--- src/rtl/stack_machine_execute_core_defines.svh ---
// Assertion macros shared by the stack machine execute core.
// Expects clk and rst_n in the scope of each use; no other dependencies.
`ifndef STACK_MACHINE_EXECUTE_CORE_DEFINES_SVH
`define STACK_MACHINE_EXECUTE_CORE_DEFINES_SVH

// Check a condition in the same cycle as its trigger
`define SMX_ASSERT_NOW(lbl, trig, cond, msg) \
    lbl: assert property (@(posedge clk) disable iff (!rst_n) (trig) |-> (cond)) \
        else $error(msg);

// Check a condition in the cycle after its trigger
`define SMX_ASSERT_NEXT(lbl, trig, cond, msg) \
    lbl: assert property (@(posedge clk) disable iff (!rst_n) (trig) |=> (cond)) \
        else $error(msg);

`endif

--- src/rtl/smx_pkg.sv ---
// Shared types, codes and defaults for the stack machine execute core.
// No dependencies; imported by every module of the block.
package smx_pkg;

    localparam int STACK_DEPTH_DEF = 64;
    localparam int REG_COUNT_DEF   = 16;
    localparam int WORD_BYTES_DEF  = 8;
    localparam int WORD_W          = 64;
    localparam int IP_W            = 32;
    localparam int CMD_W           = 5;

    typedef enum logic [CMD_W-1:0] {
        OP_PUSH   = 5'd0,
        OP_GOTO   = 5'd1,
        OP_JZ     = 5'd2,
        OP_JNZ    = 5'd3,
        OP_ADD    = 5'd4,
        OP_SUB    = 5'd5,
        OP_DUP    = 5'd6,
        OP_DROP   = 5'd7,
        OP_PUTREG = 5'd8,
        OP_GETREG = 5'd9,
        OP_CMP3   = 5'd10,
        OP_EQ     = 5'd11,
        OP_NE     = 5'd12,
        OP_GT     = 5'd13,
        OP_LT     = 5'd14,
        OP_GE     = 5'd15,
        OP_LE     = 5'd16
    } opcode_t;

    typedef enum logic [1:0] {
        ST_OK     = 2'd0,
        ST_UNDER  = 2'd1,
        ST_OVER   = 2'd2,
        ST_BADREG = 2'd3
    } status_t;

    typedef enum logic [1:0] {
        MV_HOLD = 2'd0,
        MV_PUSH = 2'd1,
        MV_POP  = 2'd2
    } stk_move_t;

    // Outcome of one instruction, from the execute logic to the state registers
    typedef struct packed {
        status_t           status;
        stk_move_t         move;
        logic              rf_we;
        logic [IP_W-1:0]   ip_next;
        logic [WORD_W-1:0] top_next;
    } exec_res_t;

endpackage

--- src/rtl/smx_spill_ram.sv ---
// Spill memory for stack entries below the two cached top entries.
// Registered read with write-to-read bypass; uses smx_pkg for the word width.
module smx_spill_ram #(
    parameter int DEPTH  = 62,
    parameter int ADDR_W = 6
) (
    input  logic                      clk,
    input  logic                      wr_en,
    input  logic [ADDR_W-1:0]         wr_addr,
    input  logic [smx_pkg::WORD_W-1:0] wr_data,
    input  logic                      rd_en,
    input  logic [ADDR_W-1:0]         rd_addr,
    output logic [smx_pkg::WORD_W-1:0] rd_data
);
    import smx_pkg::*;

    logic [WORD_W-1:0] mem [DEPTH];
    logic [WORD_W-1:0] rd_data_reg;

    // Write port
    always_ff @(posedge clk)
    begin
        if (wr_en)
        begin
            mem[wr_addr] <= wr_data;
        end
    end

    // Read port: forward the word being written to the same address
    always_ff @(posedge clk)
    begin
        if (rd_en)
        begin
            if (wr_en && (wr_addr == rd_addr))
            begin
                rd_data_reg <= wr_data;
            end
            else
            begin
                rd_data_reg <= mem[rd_addr];
            end
        end
    end

    assign rd_data = rd_data_reg;

endmodule

--- config.mk ---
export PLATFORM = sky130hd
export DESIGN_NAME = smx_spill_ram
export DESIGN_NICKNAME = d
export VERILOG_FILES = /design/src/rtl/stack_machine_execute_core_defines.svh /design/src/rtl/smx_pkg.sv /design/src/rtl/smx_spill_ram.sv
export SDC_FILE = /design/constraint.sdc
export NUM_CORES = 2
export LEC_CHECK = 0
export BUFFER_PORTS_ARGS = -buffer_cell sky130_fd_sc_hd__buf_2
export CAP_MARGIN = 25
export CELL_PAD_IN_SITES_DETAIL_PLACEMENT = 2
export CELL_PAD_IN_SITES_GLOBAL_PLACEMENT = 2
export CORE_MARGIN = 2
export CORE_UTILIZATION = 55
export DETAILED_ROUTE_END_ITERATION = 16
export PLACE_DENSITY_LB_ADDON = 0.12
export SLEW_MARGIN = 10
export SYNTH_ARGS = -nofsm -noshare
export SYNTH_HDL_FRONTEND = slang
export SYNTH_SLANG_ARGS = --single-unit
--- constraint.sdc ---
create_clock -name clk -period 10.6 [get_ports clk]
set_input_delay 0.53 -clock clk [delete_from_list [all_inputs] [get_ports clk]]
set_output_delay 0.53 -clock clk [all_outputs]
set_load 0.005 [all_outputs]
==> results of run 1 <==
cell families after synthesis:
family / count (synthesis) / share of synthesized area (%)
xor+xnor: 5 / 0.0284
mux: 1386 / 17.2
simple gates: 264 / 0.778
flops: 4032 / 78.6
compound gates: 448 / 1.90
buf+inv: 411 / 1.46
through the flow:
stage	cells	hold WS, ns	cell area, sq um	worst slack (ns)
floorplan	6546	0.629	154000	4.62
global placement	10300	0.811	160000	5.71
==> flow_metrics.py, run 1 <==
metrics = {
    "yosys": {
        "synth_seq_area_share_pct": 78.6,
        "synth-async-reset-ratio_pct": 0,
        "synth_fp_nets": 6625,
        "yosys.area.top_type": "edfxtp_1",
        "synth_ff_type": "edfxtp_1",
        "yosys-top-cells-count": "edfxtp_1, mux4_2, mux2i_1",
        "synth_edf_count": 4032,
        "yosysMostFrequentCell": "edfxtp_1",
        "synth.avg_cell_area_sq_um": 23.5,
        "yosys_warnings": 0,
        "synth_cells": 6546,
        "synth_area_leaders": "edfxtp_1, mux4_2, mux2i_1, a22oi_1, buf_4",
        "syn_area_sq_um": 154000,
        "synth.distinct_cells": 47,
        "synth_seq_cells": 4032,
        "synth_top_area_share_pct": 78.6,
    },
    "floorplan": {
        "die_h_um": 533,
        "num_io_pins": 143,
        "chipWidth_um": 533,
        "rows": 194,
        "initial_core_util_pct": 55.2,
    },
    "placed_design": {
        "gp_congestion": 0.784,
        "port_buffers": 142,
        "dp_hpwl_um": 333000,
    },
    "outcome": {
        "status": "stopped before the end",
        "stop_stage": "detailed placement (3_5_place_dp)",
        "stop_error": "[ERROR DPL-0033] detailed placement checks failed during check placement.",
    },
}
==> run 2, diff against run 1 <==
--- a/config.mk
+++ b/config.mk
@@ -7,12 +7,10 @@
 export LEC_CHECK = 0
 export BUFFER_PORTS_ARGS = -buffer_cell sky130_fd_sc_hd__buf_2
 export CAP_MARGIN = 25
-export CELL_PAD_IN_SITES_DETAIL_PLACEMENT = 2
-export CELL_PAD_IN_SITES_GLOBAL_PLACEMENT = 2
 export CORE_MARGIN = 2
-export CORE_UTILIZATION = 55
+export CORE_UTILIZATION = 40
 export DETAILED_ROUTE_END_ITERATION = 16
-export PLACE_DENSITY_LB_ADDON = 0.12
+export PLACE_DENSITY_LB_ADDON = 0.15
 export SLEW_MARGIN = 10
 export SYNTH_ARGS = -nofsm -noshare
 export SYNTH_HDL_FRONTEND = slang
==> run 2 against run 1 <==
Net effect:
- synthesized cell count stayed put
- the flow now finishes without violations
- synthesized area unchanged
==> flow_metrics.py, run 2 <==
metrics = {
    "outcome": {
        "status": "finished clean",
    },
    "yosys": {
        "yosys-top-cells-count": "edfxtp_1, mux4_2, mux2i_1",
        "syn_area_sq_um": 154000,
        "synth_seq_area_share_pct": 78.6,
        "synth_cells": 6546,
        "yosys_warnings": 0,
        "synth-async-reset-ratio_pct": 0,
        "synth_ff_type": "edfxtp_1",
        "synth_fp_nets": 6625,
        "synth_top_area_share_pct": 78.6,
        "synth.avg_cell_area_sq_um": 23.5,
        "synth_seq_cells": 4032,
        "synth_area_leaders": "edfxtp_1, mux4_2, mux2i_1, a22oi_1, buf_4",
        "yosys.area.top_type": "edfxtp_1",
        "synth_edf_count": 4032,
        "yosysMostFrequentCell": "edfxtp_1",
        "synth.distinct_cells": 47,
    },
    "worst_hold_path": {
        "hold_start": "wr_data[24]",
        "min_path_type": "input port to register",
    },
    "clock_tree": {
        "clock_path_buffers": 4,
        "htree_levels": 5,
        "cts-resized-gates": 0,
        "insertion_delay_ns": 1.01,
        "clkTransAtPathRegs_ns": 0.06,
        "cts_made_buffers": 420,
        "cts_sinks": 4032,
        "cts_root_buf": "clkbuf_16",
        "cts_tree": "yes",
    },
    "pwr": {
        "p_leak_uw": 0.0550,
        "ir_drop_v": 0.000144,
        "power_density_nw_per_um2": 191,
        "total_power_uw": 33500,
    },
    "floorplan": {
        "num_io_pins": 143,
        "rows": 227,
        "die_area_sq_um": 390000,
        "chipWidth_um": 624,
        "die_h_um": 624,
        "fp.coreArea_sq_um": 383000,
        "initial_core_util_pct": 40.2,
    },
    "setup_path": {
        "crit_top_cell": "buf_4",
        "end_kind": "register",
        "start_kind": "input port",
        "cpPeakStageDelay_ns": 0.69,
        "cpMaxStageDelayCell": "buf_4",
        "cp.required_ns": 11.31,
        "cp_max_fo": 107,
        "crit_buf_inv": 4,
        "reg2reg_from": "mem[51][45]$_DFFE_PP_",
        "crit_family": "buffers and inverters",
        "worstPathCellList": "buf_8, buf_4, buf_12, buf_4, nand2b_1, nor2_1, nor4_1, nor3_1",
        "path_class": "input port to register",
        "crit_start": "rd_addr[2]",
        "critPathArrivalTime_ns": 4.49,
    },
    "placed_design": {
        "place_ws_ns": 5.70,
        "port_buffers": 142,
        "dp_hpwl_um": 251000,
        "placed_area_sq_um": 162000,
        "gp_congestion": 0.773,
    },
    "global_route": {
        "grt_pass1_vias": 75300,
        "track_usage_pct": 23.8,
        "grt_pass1_wl_um": 638000,
        "antenna_found_initial": 30,
        "grt_start_max_net_pins": 109,
        "grt_overflow": 0,
    },
    "cells_and_area": {
        "multi_input_area_sq_um": 31200,
        "largest_register_ffs": 3968,
        "mostFrequentLayoutCell": "edfxtp_1",
        "seqCellArea_sq_um": 121000,
        "fin_util_pct": 45.9,
        "fillers": 31800,
        "area_growth_syn_to_layout_pct": 14.1,
        "nets": 7132,
        "finalInstanceArea_sq_um": 176000,
        "final_cell_mix": "edfxtp_1, mux4_2, clkbuf_16",
        "drive_above_1_share_pct": 28.1,
    },
    "sta": {
        "fmax_ghz": 0.265,
        "tns_ns": 0,
        "setup_viol": 0,
        "slew_viol_final": 0,
        "rsz0062_at_grt": "false",
        "post-route-period-util_pct": 35.6,
        "period_needed_ns": 3.78,
        "tightest_slew_ns": 1.12,
        "postLayoutSetupSlackWorst_ns": 6.82,
        "relSlewSlack_pct": 25.5,
        "hold_viol_final": 0,
        "skew_ns": 0.0324,
    },
    "drt": {
        "wl_per_cell_um": 37.5,
        "vias": 74100,
        "drtIter0Drc": 9148,
        "post-route-drc-count": 0,
        "antenna_left": 0,
        "first_pass_iters": 5,
        "drt-vias-per-instance": 5.95,
        "wl_um": 467000,
    },
    "run": {
        "maxCapViolCount": 0,
    },
}
[run 2: area by class of cell]
cell class,count,share of cell area [%]
antenna,18,0.0257
sequential,4032,68.9
inverter,49,0.105
tap,5038,3.59
clock buffer,516,6.24
timing repair buffer,447,2.17
clock inverter,245,1.17
multi-input combinational,2103,17.8
[run 2: cells by family after synthesis]
logic type / Yosys count / share of synthesized area (%)
DFF: 4032 / 78.6
AOI/OAI and AO/OA: 448 / 1.90
xor gates and xnor gates: 5 / 0.0284
muxes: 1386 / 17.2
buffers and inverters: 411 / 1.46
and+or+nand+nor: 264 / 0.778
[run 2: layer usage]
metal | wire [um] | GRT usage, % | vias to the layer above
met5 | 92 | 0 | -
met4 | 14000 | 6.75 | 14
met3 | 29600 | 3.44 | 628
met2 | 230000 | 39.2 | 2793
met1 | 193000 | 33.1 | 41500
li1 | - | - | 29100
[run 2: worst reg2reg max path, cell delays in order (launching register included)]
cell	delay (ns)
edfxtp_1	0.36
mux4_2	0.49
mux4_2	0.46
nor2b_1	0.14
a211oi_1	0.36
nor3_1	0.12
buf_4	0.19
[run 2: power breakdown]
part	total [uW]	leakage [uW]	internal (uW)	switching (uW)
Sequential	17800	0.0363	17700	74.4
Clock	14200	0.00636	8000	6160
Combinational	1590	0.0124	599	995
Total	33500	0.0550	26300	7230
[run 2: final timing paths]
kind / endpoint / slack [ns] / cells after the start
worst min register to register: rd_data[62]$_DFFE_PP_ / 0.85 / 5
worst max register to register: rd_data[45]$_DFFE_PP_ / 8.21 / 6
worst max-delay path: rd_data[33]$_DFFE_PP_ / 6.82 / 8
worst min-delay path: mem[44][24]$_DFFE_PP_ / 0.05 / 1
[run 2: repair_timing]
action	in CTS	in global routing
buffers inserted	0	0
hold buffers	0	20
hold endpoints to repair	0	191
[run 2: metrics by stage]
step / hold slack [ns] / instances
detailed placement: 0.828 / 11600
global route: 0.0288 / 12400
CTS: 0.112 / 12400
global placement: 0.814 / 11600
floorplan: 0.629 / 6546
finish: 0.0492 / 12400
Note: power is estimated with default switching activity, not from simulation.
